File: src/rtl/scs_pkg.sv
// shared types and constants for the steering and collision smoother
package scs_pkg;

  // sequencer states
  typedef enum logic [2:0] {
    ST_IDLE      = 3'd0,
    ST_MED       = 3'd1,
    ST_MUL_STEER = 3'd2,
    ST_MIX_HEAD  = 3'd3,
    ST_MUL_SPEED = 3'd4,
    ST_MIX_SPEED = 3'd5,
    ST_OUT       = 3'd6
  } state_t;

  // configuration register indexes
  typedef enum logic [2:0] {
    CFG_RUN_MODE     = 3'd0,
    CFG_SPEED_GAIN   = 3'd1,
    CFG_HEADING_GAIN = 3'd2,
    CFG_SPEED_LIMIT  = 3'd3,
    CFG_STEER_SPAN   = 3'd4,
    CFG_HOVER_HEIGHT = 3'd5
  } cfg_idx_t;

  localparam logic [1:0] MODE_FLYING   = 2'd1;
  localparam logic [1:0] MODE_STOPPING = 2'd2;

  localparam logic [8:0] GAIN_ONE = 9'd256;

  // serial multiply datapath widths
  localparam int ACC_W   = 35;
  localparam int MPL_A_W = 17;
  localparam int MPL_B_W = 9;

  typedef logic signed [ACC_W-1:0] acc_t;

  // rounding offsets loaded into the accumulator at the start of each product
  localparam acc_t RND_STEER = acc_t'(16384);
  localparam acc_t RND_MIX   = acc_t'(128);
  localparam acc_t RND_SPEED = acc_t'(32768);

  // reset values of the configuration registers
  localparam logic [8:0]  SPEED_GAIN_RST   = 9'd179;
  localparam logic [8:0]  HEADING_GAIN_RST = 9'd128;
  localparam logic [15:0] SPEED_LIMIT_RST  = 16'd13107;
  localparam logic [14:0] STEER_SPAN_RST   = 15'd15360;
  localparam logic [15:0] HOVER_HEIGHT_RST = 16'd77;

  function automatic logic [8:0] clamp_gain(input logic [8:0] g);
    clamp_gain = (g > GAIN_ONE) ? GAIN_ONE : g;
  endfunction

  function automatic logic [15:0] median3(input logic [15:0] a, input logic [15:0] b,
                                          input logic [15:0] c);
    logic [15:0] lo;
    logic [15:0] hi;
    lo = (a < b) ? a : b;
    hi = (a < b) ? b : a;
    if (c <= lo) begin
      median3 = lo;
    end else if (c >= hi) begin
      median3 = hi;
    end else begin
      median3 = c;
    end
  endfunction

endpackage

File: src/rtl/steer_collision_smoother.sv
// steering and collision low-pass filter producing hover setpoints
// held or stop transactions go straight to the output state, a fresh flying one first runs
//   four bit-serial products; idle-mode ones produce no result; output stalls hold either
// one transaction in flight, the next is accepted only once the last has left the output state;
//   one multiplier bit per cycle from each shift register, ending early on zero upper bits
// reset (rst_n low, synchronous): config registers to defaults, ring, heading, speed cleared
module steer_collision_smoother (
  input  logic               clk,
  input  logic               rst_n,
  // input transaction channel
  input  logic               in_valid,
  output logic               in_stall,
  input  logic               in_fresh,
  input  logic signed [15:0] in_steering,
  input  logic [15:0]        in_collision,
  // result channel
  output logic               out_valid,
  input  logic               out_stall,
  output logic               out_halt,
  output logic [15:0]        out_forward_speed_out,
  output logic signed [15:0] out_yaw_rate,
  output logic [15:0]        out_height_out,
  // configuration write channel
  input  logic               cfg_valid,
  output logic               cfg_ready,
  input  logic [2:0]         cfg_index,
  input  logic [15:0]        cfg_data
);

  localparam int AW = scs_pkg::ACC_W;

  // configuration registers
  logic [1:0]  run_mode_r;
  logic [8:0]  speed_gain_r;
  logic [8:0]  heading_gain_r;
  logic [15:0] speed_limit_r;
  logic [14:0] steer_span_r;
  logic [15:0] hover_height_r;

  // filter state
  logic [15:0]        win_r [3];
  logic [1:0]         slot_r;
  logic signed [15:0] heading_r, heading_nxt;
  logic [15:0]        speed_r, speed_nxt;

  // sequencer
  scs_pkg::state_t state_r, state_nxt;

  // captured transaction
  logic signed [15:0] steer_r;
  logic [16:0]        comp_r, comp_nxt;     // 65536 minus the median collision

  // shift-add multiplier: two multiplier shift registers feed one accumulator
  scs_pkg::acc_t       acc_r, acc_nxt;
  scs_pkg::acc_t       cand_a_r, cand_a_nxt;
  scs_pkg::acc_t       cand_b_r, cand_b_nxt;
  logic [scs_pkg::MPL_A_W-1:0] mpl_a_r, mpl_a_nxt;
  logic [scs_pkg::MPL_B_W-1:0] mpl_b_r, mpl_b_nxt;

  scs_pkg::acc_t step_acc;
  logic          op_done;
  logic [15:0]   med;
  logic [8:0]    alpha, beta;
  logic [15:0]   head_tgt;
  logic [15:0]   speed_tgt;

  // result register
  logic               out_valid_r;
  logic               out_halt_r;
  logic [15:0]        out_speed_r;
  logic signed [15:0] out_yaw_r;
  logic [15:0]        out_height_r;

  logic in_acc;
  logic out_free;
  logic start_fresh;

  assign cfg_ready = 1'b1;
  assign in_stall  = (state_r != scs_pkg::ST_IDLE);
  assign in_acc    = in_valid && !in_stall;
  assign out_free  = !out_valid_r || !out_stall;

  // only a fresh tick in flight runs the filters
  assign start_fresh = in_acc && (run_mode_r == scs_pkg::MODE_FLYING) && in_fresh;

  assign out_valid             = out_valid_r;
  assign out_halt              = out_halt_r;
  assign out_forward_speed_out = out_speed_r;
  assign out_yaw_rate          = out_yaw_r;
  assign out_height_out        = out_height_r;

  assign alpha = scs_pkg::clamp_gain(speed_gain_r);
  assign beta  = scs_pkg::clamp_gain(heading_gain_r);
  assign med   = scs_pkg::median3(win_r[0], win_r[1], win_r[2]);

  // one multiplier bit per cycle from each shift register
  assign step_acc = acc_r + (mpl_a_r[0] ? cand_a_r : '0) + (mpl_b_r[0] ? cand_b_r : '0);
  assign op_done  = (mpl_a_r == '0) && (mpl_b_r == '0);

  // finished products, floor-shifted by bit selection
  assign head_tgt  = acc_r[30:15];
  assign speed_tgt = acc_r[31:16];

  // next state
  always_comb begin
    state_nxt = state_r;
    unique case (state_r)
      scs_pkg::ST_IDLE: begin
        if (in_acc) begin
          if (start_fresh) begin
            state_nxt = scs_pkg::ST_MED;
          end else if (run_mode_r == scs_pkg::MODE_FLYING ||
                       run_mode_r == scs_pkg::MODE_STOPPING) begin
            state_nxt = scs_pkg::ST_OUT;
          end
        end
      end
      scs_pkg::ST_MED:       state_nxt = scs_pkg::ST_MUL_STEER;
      scs_pkg::ST_MUL_STEER: if (op_done) state_nxt = scs_pkg::ST_MIX_HEAD;
      scs_pkg::ST_MIX_HEAD:  if (op_done) state_nxt = scs_pkg::ST_MUL_SPEED;
      scs_pkg::ST_MUL_SPEED: if (op_done) state_nxt = scs_pkg::ST_MIX_SPEED;
      scs_pkg::ST_MIX_SPEED: if (op_done) state_nxt = scs_pkg::ST_OUT;
      scs_pkg::ST_OUT:       if (out_free) state_nxt = scs_pkg::ST_IDLE;
      default:               state_nxt = scs_pkg::ST_IDLE;
    endcase
  end

  // datapath: shift the multiplier, or load the next product when one finishes
  always_comb begin
    acc_nxt     = step_acc;
    cand_a_nxt  = cand_a_r <<< 1;
    cand_b_nxt  = cand_b_r <<< 1;
    mpl_a_nxt   = mpl_a_r >> 1;
    mpl_b_nxt   = mpl_b_r >> 1;
    comp_nxt    = comp_r;
    heading_nxt = heading_r;
    speed_nxt   = speed_r;
    unique case (state_r)
      scs_pkg::ST_MED: begin
        // steer_span times steering
        comp_nxt   = 17'h10000 - {1'b0, med};
        acc_nxt    = scs_pkg::RND_STEER;
        mpl_a_nxt  = {2'b00, steer_span_r};
        cand_a_nxt = {{(AW-16){steer_r[15]}}, steer_r};
        mpl_b_nxt  = '0;
        cand_b_nxt = '0;
      end
      scs_pkg::ST_MUL_STEER: begin
        if (op_done) begin
          // heading blend: (1 - beta) * heading + beta * target
          acc_nxt    = scs_pkg::RND_MIX;
          mpl_a_nxt  = {8'd0, 9'(scs_pkg::GAIN_ONE - beta)};
          cand_a_nxt = {{(AW-16){heading_r[15]}}, heading_r};
          mpl_b_nxt  = beta;
          cand_b_nxt = {{(AW-16){head_tgt[15]}}, head_tgt};
        end
      end
      scs_pkg::ST_MIX_HEAD: begin
        if (op_done) begin
          heading_nxt = acc_r[23:8];
          // speed target: (1 - collision) times speed limit
          acc_nxt    = scs_pkg::RND_SPEED;
          mpl_a_nxt  = comp_r;
          cand_a_nxt = {{(AW-16){1'b0}}, speed_limit_r};
          mpl_b_nxt  = '0;
          cand_b_nxt = '0;
        end
      end
      scs_pkg::ST_MUL_SPEED: begin
        if (op_done) begin
          // speed blend: (1 - alpha) * speed + alpha * target
          acc_nxt    = scs_pkg::RND_MIX;
          mpl_a_nxt  = {8'd0, 9'(scs_pkg::GAIN_ONE - alpha)};
          cand_a_nxt = {{(AW-16){1'b0}}, speed_r};
          mpl_b_nxt  = alpha;
          cand_b_nxt = {{(AW-16){1'b0}}, speed_tgt};
        end
      end
      scs_pkg::ST_MIX_SPEED: begin
        if (op_done) begin
          speed_nxt = acc_r[23:8];
        end
      end
      default: begin
      end
    endcase
  end

  // control and filter state
  always_ff @(posedge clk) begin
    if (!rst_n) begin
      state_r        <= scs_pkg::ST_IDLE;
      out_valid_r    <= 1'b0;
      run_mode_r     <= '0;
      speed_gain_r   <= scs_pkg::SPEED_GAIN_RST;
      heading_gain_r <= scs_pkg::HEADING_GAIN_RST;
      speed_limit_r  <= scs_pkg::SPEED_LIMIT_RST;
      steer_span_r   <= scs_pkg::STEER_SPAN_RST;
      hover_height_r <= scs_pkg::HOVER_HEIGHT_RST;
      win_r[0]       <= '0;
      win_r[1]       <= '0;
      win_r[2]       <= '0;
      slot_r         <= '0;
      heading_r      <= '0;
      speed_r        <= '0;
    end else begin
      state_r   <= state_nxt;
      heading_r <= heading_nxt;
      speed_r   <= speed_nxt;

      // configuration writes, indexes past the list are dropped
      if (cfg_valid && cfg_ready) begin
        unique case (cfg_index)
          scs_pkg::CFG_RUN_MODE:     run_mode_r     <= cfg_data[1:0];
          scs_pkg::CFG_SPEED_GAIN:   speed_gain_r   <= cfg_data[8:0];
          scs_pkg::CFG_HEADING_GAIN: heading_gain_r <= cfg_data[8:0];
          scs_pkg::CFG_SPEED_LIMIT:  speed_limit_r  <= cfg_data;
          scs_pkg::CFG_STEER_SPAN:   steer_span_r   <= cfg_data[14:0];
          scs_pkg::CFG_HOVER_HEIGHT: hover_height_r <= cfg_data;
          default: begin
          end
        endcase
      end

      // nonzero collision of a fresh flying tick goes into the ring, slot steps 0, 1, 2 and wraps
      if (start_fresh && (in_collision != '0)) begin
        win_r[slot_r] <= in_collision;
        slot_r        <= (slot_r == 2'd2) ? 2'd0 : 2'(slot_r + 2'd1);
      end

      if (state_r == scs_pkg::ST_OUT && out_free) begin
        out_valid_r <= 1'b1;
      end else if (out_valid_r && !out_stall) begin
        out_valid_r <= 1'b0;
      end
    end
  end

  // payload registers
  always_ff @(posedge clk) begin
    acc_r    <= acc_nxt;
    cand_a_r <= cand_a_nxt;
    cand_b_r <= cand_b_nxt;
    mpl_a_r  <= mpl_a_nxt;
    mpl_b_r  <= mpl_b_nxt;
    comp_r   <= comp_nxt;
    if (in_acc) begin
      steer_r <= in_steering;
    end
    if (state_r == scs_pkg::ST_OUT && out_free) begin
      if (run_mode_r == scs_pkg::MODE_STOPPING) begin
        // stop command carries all-zero setpoints
        out_halt_r   <= 1'b1;
        out_speed_r  <= '0;
        out_yaw_r    <= '0;
        out_height_r <= '0;
      end else begin
        out_halt_r   <= 1'b0;
        out_speed_r  <= speed_r;
        out_yaw_r    <= heading_r;
        out_height_r <= hover_height_r;
      end
    end
  end

endmodule

File: config.mk
export PLATFORM = sky130hd
export DESIGN_NAME = steer_collision_smoother
export DESIGN_NICKNAME = d
export VERILOG_FILES = /design/src/rtl/scs_pkg.sv /design/src/rtl/steer_collision_smoother.sv
export SDC_FILE = /design/constraint.sdc
export NUM_CORES = 1
export LEC_CHECK = 0
export BUFFER_PORTS_ARGS = -buffer_cell sky130_fd_sc_hd__buf_2
export CAP_MARGIN = 0
export CORE_AREA = 2 2 152 302
export CTS_CLUSTER_DIAMETER = 100
export DETAILED_ROUTE_END_ITERATION = 7
export DIE_AREA = 0 0 154 304
export PLACE_DENSITY = 0.6
export SLEW_MARGIN = 20
export SYNTH_ARGS = -nofsm -noshare
export SYNTH_HDL_FRONTEND = slang
export SYNTH_SLANG_ARGS = --single-unit
File: constraint.sdc
create_clock -name clk -period 6.9 [get_ports clk]
set_input_delay 0.69 -clock clk [delete_from_list [all_inputs] [get_ports clk]]
set_output_delay 0.69 -clock clk [all_outputs]
set_load 0.03 [all_outputs]
==> results_dict.tcl, run 1 <==
set metrics [dict create \
    yosysSeqAreaShare 0.480 \
    grt_start_max_net_pins 81 \
    drv_slew 0 \
    ys_warn_count 0 \
    routed_wl_um 47500 \
    worstHoldStart "in_steering[15]" \
    yosysTopAreaCell "dfxtp_1" \
    arrival_ns 6.51 \
    first_global_vias 12839 \
    postCtsSetupRepairBufs 0 \
    grt_pass1_wl_um 74300 \
    timing_hold_violations_final 0 \
    dr_total_vias 13477 \
    ff_latch_area_mm2 0.00845 \
    route.detailed.drc 0 \
    hold_end "steer_r[15]" \
    antenna_left 0 \
    synth_common_cells "nand2_1, dfxtp_1, a21oi_1, edfxtp_1, and2_1" \
    die_x_um 154 \
    fmax_mhz 161 \
    final_cells 2477 \
    p_leak_nw 8.17 \
    clock_latency_ns 0.55 \
    ctsHoldBuffers 0 \
    drive_gt1_frac 0.116 \
    multi_input_area_mm2 0.00866 \
    cts_num_sinks 357 \
    max-vdd-ir-drop_uv 247 \
    synth_top_area_frac 0.258 \
    outcome "finished, final reports clean" \
    r2r_slack_ns 0.69 \
    yosys.cell_types.count 72 \
    io_pins 109 \
    dp_cells 2410 \
    pre_cts_slack_ns 0.672 \
    finalPower_mw 6.65 \
    drv_cap 0 \
    cts_tree "yes" \
    hpwl_um 33800 \
    core_mm2 0.0447 \
    cts-buffers-inserted 36 \
    synth_seq_cells 357 \
    critPathBufInv 2 \
    r2r_end "comp_r[16]" \
    routedWlPerCell_um 19.2 \
    first_pass_iters 8 \
    required_ns 7.20 \
    dieHeight_um 304 \
    seqPwrFrac 0.435 \
    ys_async_sr_fraction 0 \
    fin_crit_ns 6.21 \
    rsz0062_at_grt "no" \
    startpoint "win_r[1][1]" \
    switching_share 0.339 \
    ctsRootBufferMaster "clkbuf_16" \
    post_cts_resized 0 \
    worst_pin_slew_ns 1.05 \
    crit_chain "inv_1 > ha_1 > a2111o_1 > a31oi_1 > o21ai_1 > o211ai_4 > buf_4 > mux2i_1 > ha_1 > nand3_1 > or4_1 > or3_1 > and3b_1 > mux2i_2 > o221ai_1 > ha_1 > nand3_1 > nor2_1 > and3_1" \
    cp_top_family "simple AND/OR/NAND/NOR gates" \
    power_frac_comb 0.262 \
    fp.dieArea_mm2 0.0468 \
    period_share 0.900 \
    synth_most_common_cell "nand2_1" \
    place.gp.congestion 0.861 \
    r2r_start "win_r[1][1]" \
    initial_utilization 0.393 \
    htree_levels 2 \
    clkTransAtPathRegs_ns 0.07 \
    timing.hold.ws_ns 0.318 \
    clkPwrFrac 0.303 \
    holdPathStages 1 \
    fillCellCount 4276 \
    synth_ff_type "dfxtp_1" \
    antenna_found_initial 0 \
    syn2layout_area_growth_pct 13.0 \
    fin_skew_ns 0.0184 \
    syn_area_mm2 0.0176 \
    cpPeakStageDelay_ns 0.82 \
    holdCritPathClass "primary input to flip-flop" \
    pwr_density_cell_mw_per_mm2 335 \
    setup_viol 0 \
    setup_tns_ns 0 \
    postSynthCellCount 1814 \
    slowest_stage "mux2i_2" \
    switching_power_mw 2.26 \
    crit_top_cell "ha_1" \
    port_buffers 107 \
    avgSynthCellArea_um2 9.70 \
    critPathKind "flip-flop to flip-flop" \
    crit_path_max_fanout 14 \
    reg2reg_depth 19 \
    syn-num-nets 1985 \
    final_nets 2059 \
    endpoint_kind "flip-flop" \
    p_int_mw 4.39 \
    via_per_inst 5.44 \
    placementRows 110 \
    synth_edf_count 130 \
    slew_headroom 0.289 \
    final.setup.worst_slack_ns 0.687 \
    globalRouteTotalUtil 0.202 \
    initialDrtViolationCount 1073 \
    start_kind "flip-flop" \
    ctsLongestPathBuffers 3 \
    synth_area_leaders "dfxtp_1, edfxtp_1, nand2_1" \
    grt-ovfl-total 0 \
]
==> per-stage QoR <==
step,area [um2],utilization
after global placement,18700,0.417
after floorplan,17600,-
final,19900,0.444
after detailed placement,18700,0.417
after global routing,19900,0.444
after CTS,19900,0.444
==> registers in the layout, summed over array words and instances, names as in the netlist, 2 cells and up <==
name	cells
run_mode_r	2
hover_height_r	16
cand_a_r	32
heading_r	16
out_height_out	16
comp_r	17
cand_b_r	32
speed_limit_r	16
steer_r	16
mpl_a_r	17
slot_r	2
out_yaw_rate	16
win_r	48
steer_span_r	15
speed_r	16
speed_gain_r	9
mpl_b_r	9
out_forward_speed_out	16
acc_r	32
state_r	3
heading_gain_r	9
==> worst max path at each step <==
stage                      end  slack, ns  cells past startpoint
finish              comp_r[16]       0.69                     19
floorplan           comp_r[16]       1.44                     20
global placement    comp_r[16]       0.88                     19
detailed placement  comp_r[16]       0.67                     19
CTS                 comp_r[16]       0.65                     19
global route        comp_r[10]       0.17                     21
==> area by class of cell <==
cell class | count | share of cell area
Multi-Input combinational cell | 1326 | 0.436
Sequential cell | 357 | 0.425
Clock buffer | 49 | 0.0526
Timing Repair Buffer | 131 | 0.0360
Tap cell | 560 | 0.0352
Clock inverter | 17 | 0.00850
Inverter | 36 | 0.00680
Antenna cell | 1 | 0.000126
==> cells in the final DEF, fill, tap and decap left out, types with 14 or more instances in the layout <==
cell type,count
nor2_1,108
xnor2_1,35
mux2i_1,34
edfxtp_1,130
a21oi_1,148
and2_1,118
buf_4,24
clkbuf_16,38
dfxtp_1,227
a22oi_1,23
nand2b_1,28
nand2_1,290
o21a_1,21
nor2b_1,57
inv_1,36
fa_1,32
xor2_1,17
a31oi_1,14
ha_1,81
a21o_1,45
buf_2,107
nand3_1,55
a222oi_1,21
o21ai_0,53
==> kinds of logic (layout without fill, tap and decap cells) <==
| logic type | after synthesis | in the layout | synth area share |
|---|---|---|---|
| flip-flops | 357 | 357 | 0.480 |
| multiplexers | 38 | 38 | 0.0222 |
| XOR/XNOR | 52 | 52 | 0.0259 |
| buffers and inverters | 131 | 233 | 0.0291 |
| AND/OR/NAND/NOR | 734 | 734 | 0.203 |
| AO/OA/AOI/OAI | 387 | 387 | 0.144 |
| adder cells (fa/ha/maj) | 114 | 114 | 0.0947 |
| other | 1 | 2 | 0.000213 |
==> metal layers <==
metal | GRT usage | routed length, um | up-vias | part of all wire
met1 | 0.286 | 21300 | 6419 | 0.45
li1 | - | - | 6523 | -
met4 | 0.0719 | 1630 | 0 | 0.034
met3 | 0.0310 | 3280 | 92 | 0.069
met5 | 0 | 0 | - | 0
met2 | 0.313 | 21400 | 443 | 0.45
==> power by group through the flow <==
| stage | registers (mW) | logic [mW] | clock network [mW] |
|---|---|---|---|
| 6_report | 2.89 | 1.75 | 2.01 |
| 3_5_place_dp | 2.93 | 1.74 | 0 |
| 3_3_place_gp | 2.93 | 1.72 | 0 |
| 5_1_grt | 2.93 | 1.95 | 2.13 |
| 2_1_floorplan | 2.83 | 1.27 | 0 |
| 4_1_cts | 2.89 | 1.75 | 2.05 |
Note: power is estimated with default switching activity, not from simulation.
==> run 2: changes to the inputs <==
--- a/config.mk
+++ b/config.mk
@@ -8,9 +8,9 @@
 export BUFFER_PORTS_ARGS = -buffer_cell sky130_fd_sc_hd__buf_2
 export CAP_MARGIN = 0
-export CORE_AREA = 2 2 152 302
+export CORE_AREA = 2 2 143 285
 export CTS_CLUSTER_DIAMETER = 100
 export DETAILED_ROUTE_END_ITERATION = 7
-export DIE_AREA = 0 0 154 304
-export PLACE_DENSITY = 0.6
+export DIE_AREA = 0 0 145 287
+export PLACE_DENSITY = 0.66
 export SLEW_MARGIN = 20
 export SYNTH_ARGS = -nofsm -noshare
==> constraint.sdc (replaced) <==
create_clock -name clk -period 6.9 [get_ports clk]
set_input_delay 1.035 -clock clk [delete_from_list [all_inputs] [get_ports clk]]
set_output_delay 1.035 -clock clk [all_outputs]
set_load 0.03 [all_outputs]
==> run 2 against run 1 <==
  * Cell count decreased by 1.8%
  * Clock power down 9%
  * Sequential cell count unchanged
  * Routed wire length increased by 6.3%
  * Register-to-register slack gained 0.02 ns
  * Sequential power about the same
  * Utilization increased by 5.6 points
  * Via count up 1.6%
  * Critical path type unchanged
  * Largest cell class unchanged
==> results_dict.tcl, run 2 (synthesis gave the netlist of run 1 again) <==
set metrics [dict create \
    grt-ovfl-total 0 \
    critPathBufInv 1 \
    switching_share 0.349 \
    holdCritPathClass "flip-flop to flip-flop" \
    io_pins 109 \
    top_register "win_r" \
    r2r_start "win_r[0][1]" \
    slew_headroom 0.311 \
    timing_hold_violations_final 0 \
    fin_skew_ns 0.0200 \
    die_x_um 145 \
    r2r_end "comp_r[16]" \
    final_cell_mix "nand2_1, dfxtp_1, a21oi_1" \
    cp-endpoint "comp_r[16]" \
    setup_viol 0 \
    clkTransAtPathRegs_ns 0.06 \
    drive_gt1_frac 0.115 \
    routedWlPerCell_um 20.8 \
    outcome "finished, final reports clean" \
    first_pass_iters 6 \
    fin_crit_ns 6.19 \
    crit_chain "ha_1 > a2111o_1 > a31oi_1 > o21ai_1 > o211ai_4 > buf_4 > mux2i_1 > ha_1 > nand2_1 > or4_1 > or3_1 > and3b_1 > mux2i_2 > o221ai_1 > ha_1 > nand3_1 > nor2_1 > and3_1" \
    crit_top_cell "ha_1" \
    switching_power_mw 2.27 \
    start_kind "flip-flop" \
    cpPeakStageDelay_ns 0.61 \
    grt_pass1_wl_um 78200 \
    reg2reg_depth 18 \
    p_int_mw 4.23 \
    n_antenna_cell 0 \
    arrival_ns 6.47 \
    setup_tns_ns 0 \
    cp.depth 18 \
    place.gp.congestion 0.926 \
    ctsRootBufferMaster "clkbuf_16" \
    antenna_found_initial 0 \
    postCtsSetupRepairBufs 0 \
    largest_register_ffs 48 \
    ctsLongestPathBuffers 3 \
    drv_cap 0 \
    mostFrequentLayoutCell "nand2_1" \
    htree_levels 2 \
    max-vdd-ir-drop_uv 260 \
    grt_start_max_net_pins 55 \
    dr_total_vias 13687 \
    hpwl_um 38200 \
    clock_latency_ns 0.54 \
    startpoint "win_r[0][1]" \
    seqPwrFrac 0.447 \
    critPathKind "flip-flop to flip-flop" \
    port_buffers 107 \
    r2r_slack_ns 0.71 \
    cts_tree "yes" \
    placementRows 103 \
    cts_num_sinks 357 \
    route.detailed.drc 0 \
    required_ns 7.18 \
    fp.dieArea_mm2 0.0416 \
    core_mm2 0.0393 \
    drv_slew 0 \
    routed_wl_um 50500 \
    dieHeight_um 287 \
    ctsHoldBuffers 0 \
    fmax_mhz 161 \
    globalRouteTotalUtil 0.241 \
    first_global_vias 14065 \
    endpoint_kind "flip-flop" \
    antenna_left 0 \
    via_per_inst 5.63 \
    final_nets 2054 \
    initialDrtViolationCount 829 \
    rsz0062_at_grt "no" \
    timing.hold.ws_ns 0.436 \
    worst_pin_slew_ns 1.03 \
    cts-buffers-inserted 34 \
    power_frac_comb 0.272 \
    crit_path_max_fanout 24 \
    period_share 0.898 \
    post_cts_resized 0 \
    p_leak_nw 8.08 \
    slowest_stage "or4_1" \
    pwr_density_cell_mw_per_mm2 330 \
    initial_utilization 0.447 \
    syn2layout_area_growth_pct 11.9 \
    cp_top_family "simple AND/OR/NAND/NOR gates" \
    clkPwrFrac 0.280 \
]
[run 2: how the worst min path moves through the flow]
| stage | depth (start not counted) | startpoint | end | slack, ns |
|---|---|---|---|---|
| after global placement | 1 | cand_a_r[18] | cand_a_r[19] | 0.43 |
| after global routing | 1 | cand_a_r[18] | cand_a_r[19] | 0.46 |
| after detailed placement | 1 | cand_a_r[15] | cand_a_r[16] | 0.43 |
| after CTS | 1 | cand_a_r[18] | cand_a_r[19] | 0.45 |
| final | 1 | cand_a_r[18] | cand_a_r[19] | 0.44 |
| after floorplan | 2 | cand_a_r[14] | cand_a_r[15] | 0.42 |
[run 2: power groups by stage]
stage | combinational [mW] | clock [mW] | sequential [mW]
floorplan | 1.27 | 0 | 2.83
global placement | 1.72 | 0 | 2.95
detailed placement | 1.77 | 0 | 2.95
CTS | 1.77 | 1.85 | 2.91
global route | 1.96 | 1.93 | 2.94
finish | 1.77 | 1.82 | 2.90
[run 2: layout make-up]
cell class              count  area [um2]
fillers                  3620       19600
multi-input cells        1326        8680
flip-flops and latches    357        8450
clock buffers              46         957
repair buffers            128         693
well taps                 525         657
inverters                  36         135
clock inverters            15         105
[run 2: per-stage QoR]
stage	cells	setup WS (ns)	power [mW]	utilization	area [um2]
floorplan	1814	1.44	4.09	-	17600
global placement	2372	0.892	4.67	0.474	18600
finish	2433	0.706	6.50	0.501	19700
global route	2433	0.458	6.83	0.501	19700
detailed placement	2372	0.748	4.71	0.474	18600
CTS	2433	0.722	6.53	0.501	19700
[run 2: per-layer routing]
layer | vias to the layer above | GRT usage | part of all wire
met4 | 0 | 0.180 | 0.081
met3 | 177 | 0.0257 | 0.035
li1 | 6505 | - | -
met2 | 426 | 0.474 | 0.56
met1 | 6579 | 0.226 | 0.33
met5 | - | 0 | 0
